**src/hdl/cpp_pkg.sv**
```systemverilog
// Shared types and constants for the capnometer packet parser.
package cpp_pkg;

   localparam int FRAME_LEN    = 8;
   localparam int WINDOW_DEPTH = 10;
   localparam int WINDOW_DROP  = 4;
   localparam int NUM_OFFSETS  = WINDOW_DEPTH - FRAME_LEN + 1;
   localparam int IDX_W        = $clog2(FRAME_LEN + 1);
   localparam int FILL_W       = $clog2(WINDOW_DEPTH + 1);
   localparam int OFF_W        = $clog2(NUM_OFFSETS + 1);
   localparam logic [7:0] END_TIDAL_CAP = 8'd150;

   localparam logic [1:0] OP_BYTE  = 2'd0;
   localparam logic [1:0] OP_TICK  = 2'd1;
   localparam logic [1:0] OP_CLEAR = 2'd2;

   localparam logic [1:0] EV_GOOD     = 2'd0;
   localparam logic [1:0] EV_REJECT   = 2'd1;
   localparam logic [1:0] EV_SYNC_TO  = 2'd2;
   localparam logic [1:0] EV_PACKET_TO = 2'd3;

   localparam logic [2:0] REG_HEADER = 3'd0;
   localparam logic [2:0] REG_RATE   = 3'd1;
   localparam logic [2:0] REG_WAVE   = 3'd2;
   localparam logic [2:0] REG_ETCO2  = 3'd3;
   localparam logic [2:0] REG_STREAK = 3'd4;
   localparam logic [2:0] REG_SYNCTO = 3'd5;
   localparam logic [2:0] REG_PKTTO  = 3'd6;

   typedef struct packed {
      logic [7:0]  header_value;
      logic [7:0]  rate_limit;
      logic [7:0]  wave_limit;
      logic [7:0]  end_tidal_limit;
      logic [7:0]  streak_threshold;
      logic [15:0] sync_timeout_ms;
      logic [15:0] packet_timeout_ms;
   } cfg_type;

   // Commands from the controller to the datapath.
   typedef struct packed {
      logic frame_write;   // store rx byte at frame index, advance it
      logic frame_start;   // store header byte, index to one
      logic frame_clear;   // index to zero
      logic win_write;     // append byte to the window
      logic win_clear;
      logic win_drop;      // shift out the oldest bytes
      logic win_copy;      // copy window at scan offset into the frame
      logic scan_start;
      logic scan_next;
      logic check_frame;   // evaluate the frame into the check flag
      logic check_window;  // evaluate the window at the scan offset
   } cmd_type;

   // Status from the datapath to the controller.
   typedef struct packed {
      logic frame_last;    // next frame write completes the packet
      logic win_last;      // window is full after the next write
      logic scan_done;     // no offsets left
      logic header_hit;    // window byte at scan offset equals header
      logic check_ok;
      logic byte_is_header;
   } stat_type;

endpackage

```
**src/hdl/cpp_datapath.sv**
```systemverilog
// Frame buffer, search window and packet check for the capnometer parser.
module cpp_datapath (
   input  logic               clock,
   input  cpp_pkg::cfg_type   cfg,
   input  cpp_pkg::cmd_type   cmd,
   input  logic [7:0]         rx_byte,
   output cpp_pkg::stat_type  stat,
   output logic [7:0]         frame_out [cpp_pkg::FRAME_LEN],
   input  logic               reset
);
   logic [7:0] frame_ff [cpp_pkg::FRAME_LEN];
   logic [7:0] win_ff [cpp_pkg::WINDOW_DEPTH];
   logic [cpp_pkg::IDX_W-1:0]  idx_ff;
   logic [cpp_pkg::FILL_W-1:0] fill_ff;
   logic [cpp_pkg::OFF_W-1:0]  off_ff;
   logic ok_ff;
   logic [7:0] cand [cpp_pkg::FRAME_LEN];
   logic [7:0] check_src [cpp_pkg::FRAME_LEN];
   logic cand_ok, check_in;

   always_comb begin
      for (int i = 0; i < cpp_pkg::FRAME_LEN; i++) begin
         if (int'(off_ff) + i < cpp_pkg::WINDOW_DEPTH)
            cand[i] = win_ff[int'(off_ff) + i];
         else
            cand[i] = 8'd0;
      end
   end

   function automatic logic pkt_ok(input logic [7:0] p [cpp_pkg::FRAME_LEN],
                                   input cpp_pkg::cfg_type c);
      logic [7:0] sum;
      logic [7:0] rr, wv, et;
      sum = 8'd0;
      for (int i = 0; i < cpp_pkg::FRAME_LEN - 1; i++) sum = sum + p[i];
      rr = (2 < cpp_pkg::FRAME_LEN - 1) ? p[2] : 8'd0;
      wv = (4 < cpp_pkg::FRAME_LEN - 1) ? p[4] : 8'd0;
      et = (5 < cpp_pkg::FRAME_LEN - 1) ? p[5] : 8'd0;
      return (sum == p[cpp_pkg::FRAME_LEN-1]) && (p[0] == c.header_value) &&
             (rr <= c.rate_limit) && (wv <= c.wave_limit) &&
             (et <= c.end_tidal_limit) && (et <= cpp_pkg::END_TIDAL_CAP);
   endfunction

   always_comb begin
      for (int i = 0; i < cpp_pkg::FRAME_LEN; i++)
         check_src[i] = cmd.check_window ? cand[i] : frame_ff[i];
      check_in  = pkt_ok(check_src, cfg);
      cand_ok   = check_in;
   end

   always_ff @(posedge clock) begin
      if (cmd.check_frame || cmd.check_window) ok_ff <= cand_ok;
      if (cmd.frame_start) frame_ff[0] <= rx_byte;
      if (cmd.frame_write) frame_ff[idx_ff[$clog2(cpp_pkg::FRAME_LEN)-1:0]] <= rx_byte;
      if (cmd.win_copy) frame_ff <= cand;
      if (cmd.win_write) win_ff[fill_ff[$clog2(cpp_pkg::WINDOW_DEPTH)-1:0]] <= rx_byte;
      if (cmd.win_drop)
         for (int i = 0; i < cpp_pkg::WINDOW_DEPTH - cpp_pkg::WINDOW_DROP; i++)
            win_ff[i] <= win_ff[i + cpp_pkg::WINDOW_DROP];
   end

   always_ff @(posedge clock) begin
      if (reset) begin
         idx_ff <= '0;
         fill_ff <= '0;
         off_ff <= '0;
      end else begin
         if (cmd.frame_start) idx_ff <= cpp_pkg::IDX_W'(1);
         else if (cmd.frame_clear) idx_ff <= '0;
         else if (cmd.frame_write) idx_ff <= idx_ff + 1'b1;
         if (cmd.win_clear) fill_ff <= '0;
         else if (cmd.win_write) fill_ff <= fill_ff + 1'b1;
         else if (cmd.win_drop) fill_ff <= fill_ff - cpp_pkg::FILL_W'(cpp_pkg::WINDOW_DROP);
         if (cmd.scan_start) off_ff <= '0;
         else if (cmd.scan_next) off_ff <= off_ff + 1'b1;
      end
   end

   assign stat.frame_last = (int'(idx_ff) == cpp_pkg::FRAME_LEN - 1);
   assign stat.win_last   = (int'(fill_ff) == cpp_pkg::WINDOW_DEPTH - 1);
   assign stat.scan_done  = (int'(off_ff) >= cpp_pkg::NUM_OFFSETS);
   assign stat.header_hit = (cand[0] == cfg.header_value);
   assign stat.check_ok   = ok_ff;
   assign stat.byte_is_header = (rx_byte == cfg.header_value);
   assign frame_out = frame_ff;
endmodule

```
**src/hdl/cpp_controller.sv**
```systemverilog
// Control state machine, counters and statistics for the capnometer parser.
module cpp_controller (
   input  logic              clock,
   input  logic              reset,
   input  cpp_pkg::cfg_type  cfg,
   input  logic              req_go,
   input  logic [1:0]        req_opcode,
   input  cpp_pkg::stat_type stat,
   output cpp_pkg::cmd_type  cmd,
   output logic              busy,
   output logic              ev_valid,
   output logic [1:0]        ev_kind,
   output logic              ev_packet,
   output logic [15:0]       good_total,
   output logic [15:0]       error_total,
   input  logic              ev_taken
);
   typedef enum logic [2:0] {
      S_IDLE, S_CHECK, S_VERDICT, S_SCAN, S_SCAN_CHK, S_EMIT
   } state_type;

   state_type   state_ff, state_in;
   logic        reading_ff, timer_on_ff, seen_good_ff;
   logic [7:0]  streak_ff;
   logic [15:0] elapsed_ff, since_ff, good_ff, bad_ff;
   logic [1:0]  kind_ff;
   logic        pkt_ff;
   logic        searching, is_byte, is_tick, is_clear, sync_due, pkt_due;
   logic [15:0] elapsed_inc, since_inc;

   assign searching   = streak_ff > cfg.streak_threshold;
   assign is_byte     = req_go && (req_opcode == cpp_pkg::OP_BYTE);
   assign is_tick     = req_go && (req_opcode == cpp_pkg::OP_TICK);
   assign is_clear    = req_go && (req_opcode == cpp_pkg::OP_CLEAR);
   assign since_inc   = (since_ff != 16'hFFFF) ? since_ff + 16'd1 : since_ff;
   assign elapsed_inc = (elapsed_ff != 16'hFFFF) ? elapsed_ff + 16'd1 : elapsed_ff;
   // The sync timeout wins when both timeouts fall on the same tick.
   assign sync_due    = timer_on_ff && (elapsed_inc > cfg.sync_timeout_ms);
   assign pkt_due     = !sync_due && reading_ff && seen_good_ff &&
                        (since_inc > cfg.packet_timeout_ms);

   always_comb begin
      cmd = '0;
      state_in = state_ff;
      unique case (state_ff)
         S_IDLE: begin
            if (is_byte) begin
               if (reading_ff) begin
                  cmd.frame_write = 1'b1;
                  if (stat.frame_last) state_in = S_CHECK;
               end else if (searching) begin
                  cmd.win_write = 1'b1;
                  if (stat.win_last) begin
                     cmd.scan_start = 1'b1;
                     state_in = S_SCAN;
                  end
               end else if (stat.byte_is_header) begin
                  cmd.frame_start = 1'b1;
                  cmd.win_clear = 1'b1;
               end
            end else if (is_tick) begin
               if (sync_due) begin
                  cmd.frame_clear = 1'b1;
                  cmd.win_clear = 1'b1;
                  state_in = S_EMIT;
               end else if (pkt_due) begin
                  cmd.frame_clear = 1'b1;
                  state_in = S_EMIT;
               end
            end
         end
         S_CHECK: begin
            cmd.check_frame = 1'b1;
            cmd.frame_clear = 1'b1;
            state_in = S_VERDICT;
         end
         S_VERDICT: state_in = S_EMIT;
         S_SCAN: begin
            if (stat.scan_done) begin
               cmd.win_drop = 1'b1;
               state_in = S_IDLE;
            end else if (stat.header_hit) begin
               cmd.check_window = 1'b1;
               state_in = S_SCAN_CHK;
            end else cmd.scan_next = 1'b1;
         end
         S_SCAN_CHK: begin
            if (stat.check_ok) begin
               cmd.win_copy = 1'b1;
               cmd.win_clear = 1'b1;
               state_in = S_EMIT;
            end else begin
               cmd.scan_next = 1'b1;
               state_in = S_SCAN;
            end
         end
         S_EMIT: if (ev_taken) state_in = S_IDLE;
         default: state_in = S_IDLE;
      endcase
   end

   always_ff @(posedge clock) begin
      if (reset) begin
         state_ff <= S_IDLE;
         reading_ff <= 1'b0;
         timer_on_ff <= 1'b0;
         seen_good_ff <= 1'b0;
         streak_ff <= '0;
         elapsed_ff <= '0;
         since_ff <= '0;
         good_ff <= '0;
         bad_ff <= '0;
         kind_ff <= cpp_pkg::EV_GOOD;
         pkt_ff <= 1'b0;
      end else begin
         state_ff <= state_in;
         unique case (state_ff)
            S_IDLE: begin
               if (is_byte) begin
                  if (reading_ff && stat.frame_last) reading_ff <= 1'b0;
                  else if (!reading_ff && !searching && stat.byte_is_header)
                     reading_ff <= 1'b1;
               end else if (is_tick) begin
                  since_ff <= since_inc;
                  if (sync_due) begin
                     streak_ff <= '0;
                     timer_on_ff <= 1'b0;
                     elapsed_ff <= '0;
                     reading_ff <= 1'b0;
                     kind_ff <= cpp_pkg::EV_SYNC_TO;
                     pkt_ff <= 1'b0;
                  end else begin
                     if (timer_on_ff) elapsed_ff <= elapsed_inc;
                     else if (searching) begin
                        timer_on_ff <= 1'b1;
                        elapsed_ff <= '0;
                     end
                     if (pkt_due) begin
                        if (streak_ff != 8'hFF) streak_ff <= streak_ff + 8'd1;
                        if (bad_ff != 16'hFFFF) bad_ff <= bad_ff + 16'd1;
                        reading_ff <= 1'b0;
                        kind_ff <= cpp_pkg::EV_PACKET_TO;
                        pkt_ff <= 1'b0;
                     end
                  end
               end else if (is_clear) begin
                  good_ff <= '0;
                  bad_ff <= '0;
                  since_ff <= '0;
                  seen_good_ff <= 1'b0;
               end
            end
            S_VERDICT, S_SCAN_CHK: begin
               if (stat.check_ok) begin
                  pkt_ff <= 1'b1;
                  kind_ff <= cpp_pkg::EV_GOOD;
                  streak_ff <= '0;
                  timer_on_ff <= 1'b0;
                  elapsed_ff <= '0;
                  if (good_ff != 16'hFFFF) good_ff <= good_ff + 16'd1;
                  since_ff <= '0;
                  seen_good_ff <= 1'b1;
               end else if (state_ff == S_VERDICT) begin
                  pkt_ff <= 1'b1;
                  kind_ff <= cpp_pkg::EV_REJECT;
                  if (streak_ff != 8'hFF) streak_ff <= streak_ff + 8'd1;
                  if (bad_ff != 16'hFFFF) bad_ff <= bad_ff + 16'd1;
               end
            end
            default: ;
         endcase
      end
   end

   assign busy        = (state_ff != S_IDLE);
   assign ev_valid    = (state_ff == S_EMIT);
   assign ev_kind     = kind_ff;
   assign ev_packet   = pkt_ff;
   assign good_total  = good_ff;
   assign error_total = bad_ff;
endmodule

```
**src/hdl/capnometer_packet_parser.sv**
```systemverilog
// Top level of the capnometer packet parser.
//
//  channel | direction | handshake              | content
//  req     | in        | req_tvalid/req_tready  | tuser opcode, tdata rx_byte
//  rsp     | out       | rsp_tvalid/rsp_tready  | tuser event_kind, tdata packet fields
//  csr     | in        | csr_valid/csr_ready    | register index and data
//
// A byte or tick that raises no event and fills no window is taken in the idle state. The
// byte that completes a packet passes a check state and a verdict state before its result
// is offered; a timeout result is offered in the cycle after its tick. A full search
// window is scanned offset by offset: an offset without a header is stepped over in the
// scan state, a checked offset also visits the scan check state, and bytes are dropped
// when none passes. The block holds one item at a time and waits in the result state
// while rsp_tready is low. Reset is synchronous and skips the frame and window buffers.
module capnometer_packet_parser (
   input  logic        clock,
   input  logic        reset,
   input  logic        req_tvalid,
   output logic        req_tready,
   input  logic [7:0]  req_tdata,   // rx_byte
   input  logic [1:0]  req_tuser,   // opcode
   output logic        rsp_tvalid,
   input  logic        rsp_tready,
   output logic [79:0] rsp_tdata,   // status_byte, resp_rate, inspired_co2, co2_wave,
                                    // end_tidal_co2, pump_running, leak_seen,
                                    // occlusion_seen, good_total, error_total, 5 zero bits
   output logic [1:0]  rsp_tuser,   // event_kind
   input  logic        csr_valid,
   output logic        csr_ready,
   input  logic [2:0]  csr_index,
   input  logic [15:0] csr_data
);
   cpp_pkg::cfg_type  cfg_ff;
   cpp_pkg::cmd_type  cmd;
   cpp_pkg::stat_type stat;
   logic [7:0]  frame [cpp_pkg::FRAME_LEN];
   logic        busy, ev_valid, ev_packet;
   logic [1:0]  ev_kind;
   logic [15:0] good_total, error_total;
   logic [7:0]  st, f2, f3, f4, f5;

   always_ff @(posedge clock) begin
      if (reset) begin
         cfg_ff.header_value      <= 8'd6;
         cfg_ff.rate_limit        <= 8'd60;
         cfg_ff.wave_limit        <= 8'd50;
         cfg_ff.end_tidal_limit   <= 8'd120;
         cfg_ff.streak_threshold  <= 8'd3;
         cfg_ff.sync_timeout_ms   <= 16'd5000;
         cfg_ff.packet_timeout_ms <= 16'd2000;
      end else if (csr_valid) begin
         unique case (csr_index)
            cpp_pkg::REG_HEADER: cfg_ff.header_value     <= csr_data[7:0];
            cpp_pkg::REG_RATE:   cfg_ff.rate_limit       <= csr_data[7:0];
            cpp_pkg::REG_WAVE:   cfg_ff.wave_limit       <= csr_data[7:0];
            cpp_pkg::REG_ETCO2:  cfg_ff.end_tidal_limit  <= csr_data[7:0];
            cpp_pkg::REG_STREAK: cfg_ff.streak_threshold <= csr_data[7:0];
            cpp_pkg::REG_SYNCTO: cfg_ff.sync_timeout_ms  <= csr_data;
            cpp_pkg::REG_PKTTO:  cfg_ff.packet_timeout_ms <= csr_data;
            default: ;
         endcase
      end
   end
   assign csr_ready = 1'b1;

   assign req_tready = !busy;

   cpp_controller u_ctrl (
      .clock(clock), .reset(reset), .cfg(cfg_ff), .req_go(req_tvalid && !busy),
      .req_opcode(req_tuser), .stat(stat), .cmd(cmd), .busy(busy),
      .ev_valid(ev_valid), .ev_kind(ev_kind), .ev_packet(ev_packet),
      .good_total(good_total), .error_total(error_total), .ev_taken(rsp_tready));

   cpp_datapath u_dp (
      .clock(clock), .cfg(cfg_ff), .cmd(cmd), .rx_byte(req_tdata), .stat(stat),
      .frame_out(frame), .reset(reset));

   // Bytes past the checksum position read as zero in short frames.
   assign st = (ev_packet && 1 < cpp_pkg::FRAME_LEN - 1) ? frame[1] : 8'd0;
   assign f2 = (ev_packet && 2 < cpp_pkg::FRAME_LEN - 1) ? frame[2] : 8'd0;
   assign f3 = (ev_packet && 3 < cpp_pkg::FRAME_LEN - 1) ? frame[3] : 8'd0;
   assign f4 = (ev_packet && 4 < cpp_pkg::FRAME_LEN - 1) ? frame[4] : 8'd0;
   assign f5 = (ev_packet && 5 < cpp_pkg::FRAME_LEN - 1) ? frame[5] : 8'd0;

   assign rsp_tvalid = ev_valid;
   assign rsp_tuser  = ev_kind;
   assign rsp_tdata  = {5'd0, error_total, good_total, st[2], st[1],
                        ev_packet & ~st[0], f5, f4, f3, f2, st};
endmodule

```
**config.mk**
```make
export PLATFORM = sky130hd
export DESIGN_NAME = capnometer_packet_parser
export DESIGN_NICKNAME = d
export VERILOG_FILES = /design/src/hdl/cpp_pkg.sv /design/src/hdl/cpp_datapath.sv /design/src/hdl/cpp_controller.sv /design/src/hdl/capnometer_packet_parser.sv
export SDC_FILE = /design/constraint.sdc
export NUM_CORES = 1
export LEC_CHECK = 0
export BUFFER_PORTS_ARGS = -buffer_cell sky130_fd_sc_hd__buf_2
export CORE_UTILIZATION = 30
export DETAILED_ROUTE_END_ITERATION = 6
export PLACE_DENSITY = 0.52
export SLEW_MARGIN = 5
export SYNTH_ARGS = -nofsm -noshare
export SYNTH_HDL_FRONTEND = slang
export SYNTH_SLANG_ARGS = --single-unit
```
**constraint.sdc**
```tcl
create_clock -name clock -period 9.35 [get_ports clock]
set_clock_uncertainty 0.05 [all_clocks]
set_input_delay 0.935 -clock clock [delete_from_list [all_inputs] [get_ports clock]]
set_output_delay 0.935 -clock clock [all_outputs]
set_load 0.02 [all_outputs]
```
# Word-level counts from Yosys, hierarchy flattened
# Memories as Yosys holds them, arrays and structs flattened. A register that Yosys moved wholly into a read port is not among the register bits.
# Index checks and enable logic that the tools add are counted.
# Widths: inputs -> output; s select.
dict set report word_totals {
  ff_bits 228
  ram_bits 80
  in_bits 34
  output_inout_bits 85
  mem_count 1
}
# name depth word_bits read_ports rd_ports_with_merged_regs write_ports line
set mem_list {}
lappend mem_list {u_dp.win_ff 10 8 14 1 6 cpp_datapath.sv:12} ;# logic [7:0] win_ff [cpp_pkg::WINDOW_DEPTH];
dict set report classes {
  addsub 22
  order_cmp 18
  eq_ne 46
  n_mux 152
  n_bitwise 3
  n_reduce_logical 53
}
# op n
set op_table {}
lappend op_table {{$mux 16} 22}
lappend op_table {{$mux 8} 31}
lappend op_table {{$lt 32x5->1 const B} 7}
lappend op_table {{$mux 64} 2}
lappend op_table {{$pmux 16 s2} 4}
lappend op_table {{$add 16x1->16 const B} 4}
lappend op_table {{$bwmux 64} 1}
lappend op_table {{$ne 16x16->1 const B} 4}
lappend op_table {{$mux 1} 56}
lappend op_table {{$add 8x8->8} 6}
lappend op_table {{$mux 3} 12}
lappend op_table {{$eq 8x8->1} 4}
lappend op_table {{$gt 16x16->1} 2}
lappend op_table {{$demux 8 s3} 1}
lappend op_table {{$le 8x8->1} 3}
lappend op_table {{$mux 4} 5}
lappend op_table {{$mux 2} 9}
lappend op_table {{$pmux 3 s6} 1}
lappend op_table {{$logic_and 1x1->1} 17}
lappend op_table {{$add 2x3->4 const B} 4}
lappend op_table {{$pmux 8 s2} 1}
lappend op_table {{$eq 3x3->1 const B} 5}
lappend op_table {{$reduce_and 5->1} 3}
lappend op_table {{$reduce_and 2->1} 7}
lappend op_table {{42 further kinds} 83}

# Depth between registers and ports, before layout
dict set report logic_depth {
  depth_word 19
  ltp_mapped 31
  ltp_nobuf 25
}

# By module
# A second synthesis with hierarchy kept.
dict set report unflattened {
  hier_cells 2151
  area_unflattened_um2 21185.3
}
# mod instances cells_each area_per_inst_um2 seq_area_each_um2
set by_module_without_submodules {}
lappend by_module_without_submodules {cpp_datapath 1 1083 12270.5 4994.8}
lappend by_module_without_submodules {cpp_controller 1 734 5652.9 1621.6}
lappend by_module_without_submodules {capnometer_packet_parser 1 334 3261.9 1441.4}

# Worst setup path after synthesis
# Ideal clock, no wire load.
dict set report synth_path {
  kind {reg2reg}
  start {register u_dp.off_ff[0] (netlist bit)}
  end {register u_dp.ok_ff (data pin)}
  setup_ps 176
  arrival_time_ps 7233
  t_required_ps 9124
  slack_ps 1891
  path_stages_with_launch 28
  path_buffers 7
  path_cell_list {dfxtp_1 > buf_2 > buf_2 > buf_2 > inv_1 > ha_1 > clkbuf_1 > clkbuf_1 > clkbuf_1 > buf_1 > mux4_2 > nand2_1 > o21ai_0 > fa_1 > fa_1 > fa_1 > fa_1 > inv_1 > ha_1 > a21o_1 > a21oi_1 > xnor2_1 > o22ai_1 > a21oi_1 > a31o_1 > and4_1 > nand4_1 > nor4_1}
}
dict set report synth_via {
  elab_chain_len 19
}
# element line
set synth_lines {}
lappend synth_lines {{start, declared} cpp_datapath.sv:15} ;# logic [cpp_pkg::OFF_W-1:0] off_ff;
lappend synth_lines {{start signal, assigned} cpp_datapath.sv:75} ;# else if (cmd.scan_next) off_ff <= off_ff + 1'b1;
lappend synth_lines {{parallel branches: the longest is 18 deep, another holds $lt 32x5->1} -}
lappend synth_lines {{$logic_and 1x1->1 *} cpp_datapath.sv:41} ;# (et <= c.end_tidal_limit) && (et <= cpp_pkg::END_TIDAL_CAP);
lappend synth_lines {{via u_dp.cand_ok} cpp_datapath.sv:19} ;# logic cand_ok, check_in;
lappend synth_lines {{end signal, assigned} cpp_datapath.sv:52} ;# if (cmd.check_frame || cmd.check_window) ok_ff <= cand_ok;
lappend synth_lines {{end, declared} cpp_datapath.sv:16} ;# logic ok_ff;
# Mark *: on every way through the listed nets, which the timed path passes.
# A chain may end at the register's enable or synchronous reset.

==> flow_summary_export.csv <==
group,metric,value,unit
run_status,outcome,"finished, final reports clean",
grt,wire_length_of_the_first_global_routing_pass,96900,um
sta,timing_worst_slew_pin_value,1180,ps
sta,final_period_minus_worst_setup_slack,7640,ps
power_and_ir_drop,total_power,5.80,mW
synth,ys_seq_area_frac,0.404,
clocking,clock_tree_from_tritoncts,"done",
cells_and_area,layout.cells.non_filler,3110,
power_and_ir_drop,power.ir.vdd_worst,0.248,mV
sta,final.hold.worst_slack,409,ps
clocking,post_cts_hold_fix_bufs,0,
synth,ys_top_cells_by_count,"375 x sky130_fd_sc_hd__nand2_1, 173 x sky130_fd_sc_hd__dfxtp_1, 153 x sky130_fd_sc_hd__edfxtp_1, 131 x sky130_fd_sc_hd__a21oi_1, 122 x sky130_fd_sc_hd__inv_1",
clocking,cts_repair_resize_count,0,
power_and_ir_drop,power.density,255,nW/um^2
power_and_ir_drop,power.leakage,8.67,nW
critical_path,start_kind,"flip-flop",
sta,layout_worst_path_cycle_share,0.817,
synth,syn-cell-area,20000,um^2
grt,globalRouteOverflowTotal,0,
synth,number_of_flops_mapped_to_enable_cells_by_yosys,153,
job,drv_cap,0,
sta,total_negative_slack_for_setup_checks,0,ps
synth,synth.avg_cell_area,9.32,um^2
critical_path,ff2ff_setup_slack,1710,ps
sta,slew_viol_final,0,
sta,setup_viol_count_final,0,
critical_path,data_arrival_time_of_the_worst_path,7970,ps
die,initial_core_util,0.303,
detailed_routing,avgViaCountPerCell,5.27,
clocking,cts_setup_buffers,0,
place,gpl.final_weighted_congestion,0.929,
place,dp.cells,3030,
detailed_routing,dr_total_vias,16400,
critical_path,critical_path_class,"reg -> reg",
clocking,cts_max_level,2,
grt,global_route.usage.total,0.188,
sta,timing.max_slew.rel_slack,0.208,
cells_and_area,area_of_the_multi_input_gates,11000,um^2
grt,largest_net_degree_at_the_start_of_global_routing,77,
cells_and_area,final_core_utilization,0.345,
clocking,clk_latency,600,ps
grt,antenna_found_initial,2,
synth,synth-async-reset-ratio,0,
detailed_routing,drt_pass1_iterations,7,
clocking,cts_bufs_inserted,42,
synth,most_instantiated_library_cell_after_synthesis,"sky130_fd_sc_hd__nand2_1",
die,die_height,260,um
die,boundaryPins,119,
sta,timing.final.hold_violations,0,
die,fp.dieW,260,um
synth,ys_seq_elements,326,
die,die-area,67600,um^2
detailed_routing,initialDrtViolationCount,1505,
die,design.core.area,65900,um^2
critical_path,cp-end-kind,"flip-flop",
detailed_routing,ant_nets,0,
synth,dominantRegCellSynth,"sky130_fd_sc_hd__dfxtp_1",
detailed_routing,finalWirelength,64100,um
grt,first_global_vias,15900,
cells_and_area,finish.net_count,2364,
place,io_buffers,112,
cells_and_area,post_route_cells_drive_above_1_share,0.129,
critical_path,timing.critical_path.required,9680,ps
synth,yosysWarnings,0,
synth,ys_types,68,
detailed_routing,routed_wire_length_per_instance,20.6,um
cells_and_area,ff_latch_area,8060,um^2
sta,rsz0062_at_grt,"no",
cells_and_area,fillers,6746,
synth,synthDominantAreaCellType,"sky130_fd_sc_hd__edfxtp_1",
cells_and_area,area_growth_syn_to_layout,13.7,%
clocking,cts_sinks,326,
sta,maxClockFrequency,131,MHz
synth,post_synth_main_area_contributors,"sky130_fd_sc_hd__edfxtp_1 23%, sky130_fd_sc_hd__dfxtp_1 17%, sky130_fd_sc_hd__nand2_1 7.0%",
detailed_routing,drc_errors,0,
place,detailed_place_hpwl,48700,um
synth,postSynthCellCount,2143,
clocking,cts.clk_slew.worst_paths,60,ps
synth,synth_top_area_share,0.230,
die,placement_rows,94,
clocking,clockBufferDepth,3,
clocking,root_buffer,"sky130_fd_sc_hd__clkbuf_16",
critical_path,path_max_fanout,71,
min_path,min-delay-path-class,"reg -> reg",
## logic make-up after synthesis
family,Yosys count,synth area share
AOI/OAI and AO/OA,434,0.136
xor gates and xnor gates,88,0.0390
adders and majority gates,120,0.0872
buffers and inverters,243,0.0500
DFF,326,0.404
muxes,157,0.106
other,2,0.000376
and+or+nand+nor,773,0.178
## flip-flops by register name, indices dropped and copies added, names as in the netlist, 2 cells and up, named ones only
| register | cells |
|---|---|
| u_dp.fill_ff | 4 |
| u_ctrl.ev_kind | 2 |
| u_ctrl.streak_ff | 8 |
| u_ctrl.state_ff | 3 |
| u_dp.idx_ff | 4 |
| u_ctrl.elapsed_ff | 16 |
| u_ctrl.good_total | 16 |
| u_dp.frame_out | 64 |
| u_ctrl.since_ff | 16 |
| u_dp.win_ff | 96 |
| u_dp.off_ff | 2 |
| cfg_ff | 72 |
| u_ctrl.error_total | 16 |
## layout by cell type, fill, tap and decap left out, drive strengths merged, types with 34 or more instances in the layout
master / synthesis / final
a21oi: 131 / 131
a22o: 34 / 34
and2: 51 / 51
buf: 36 / 138
clkbuf: 83 / 54
dfxtp: 173 / 173
edfxtp: 153 / 153
ha: 88 / 88
inv: 122 / 124
mux2: 41 / 41
mux2i: 76 / 76
mux4: 40 / 40
nand2: 375 / 375
nand3: 60 / 60
nor2: 119 / 119
o21ai: 122 / 122
xnor2: 61 / 61
## stage by stage
step	cell area, um^2	setup slack (ps)
CTS	22700	1790
floorplan	20000	1890
global placement	21300	2020
finish	22700	1710
global route	22700	1210
detailed placement	21300	1840
## final timing paths
kind | from | depth (start not counted) | to
setup / recovery | flip-flop | 23 | u_dp.ok_ff
hold / removal | cfg_ff[50] | 2 | cfg_ff[50]
setup reg to reg | flip-flop | 23 | u_dp.ok_ff
hold reg to reg | cfg_ff[50] | 2 | cfg_ff[50]
## worst max-delay path, cell delays in order (launching register included)
cell and delay (ps):
sky130_fd_sc_hd__dfxtp_1 670, sky130_fd_sc_hd__mux4_2 620, sky130_fd_sc_hd__xnor2_1 240, sky130_fd_sc_hd__nand4_2 170, sky130_fd_sc_hd__nor4_4 280, sky130_fd_sc_hd__buf_4 690
sky130_fd_sc_hd__nor2_1 100, sky130_fd_sc_hd__a21oi_1 240, sky130_fd_sc_hd__inv_1 100, sky130_fd_sc_hd__fa_1 490, sky130_fd_sc_hd__fa_1 520, sky130_fd_sc_hd__fa_1 530
sky130_fd_sc_hd__fa_1 560, sky130_fd_sc_hd__inv_1 70, sky130_fd_sc_hd__fa_1 450, sky130_fd_sc_hd__a21o_1 170, sky130_fd_sc_hd__a21oi_1 210, sky130_fd_sc_hd__xnor2_1 220
sky130_fd_sc_hd__o22ai_1 120, sky130_fd_sc_hd__a21oi_1 160, sky130_fd_sc_hd__a31o_1 160, sky130_fd_sc_hd__and4_1 210, sky130_fd_sc_hd__nand4_1 100, sky130_fd_sc_hd__nor4_1 240
## layout make-up
class                   instances  share of cell area
well taps                     864              0.0476
repair buffers                138              0.0334
multi-input cells            1578               0.482
clock inverters                24             0.00942
flip-flops and latches        326               0.355
diodes                          2            0.000220
inverters                     124              0.0205
clock buffers                  54              0.0514
## layer usage
metal  track usage  share of wire
met4        0.0639          0.032
met1         0.257           0.45
met5             0              0
met2         0.301           0.46
met3        0.0281          0.059
## power by group
group	internal, mW	total, mW	switching [mW]
Clock	0.923	1.62	0.694
Combinational	0.969	2.47	1.50
Sequential	1.60	1.71	0.113
Total	3.49	5.80	2.30
Power figures use the tool's default switching activity.
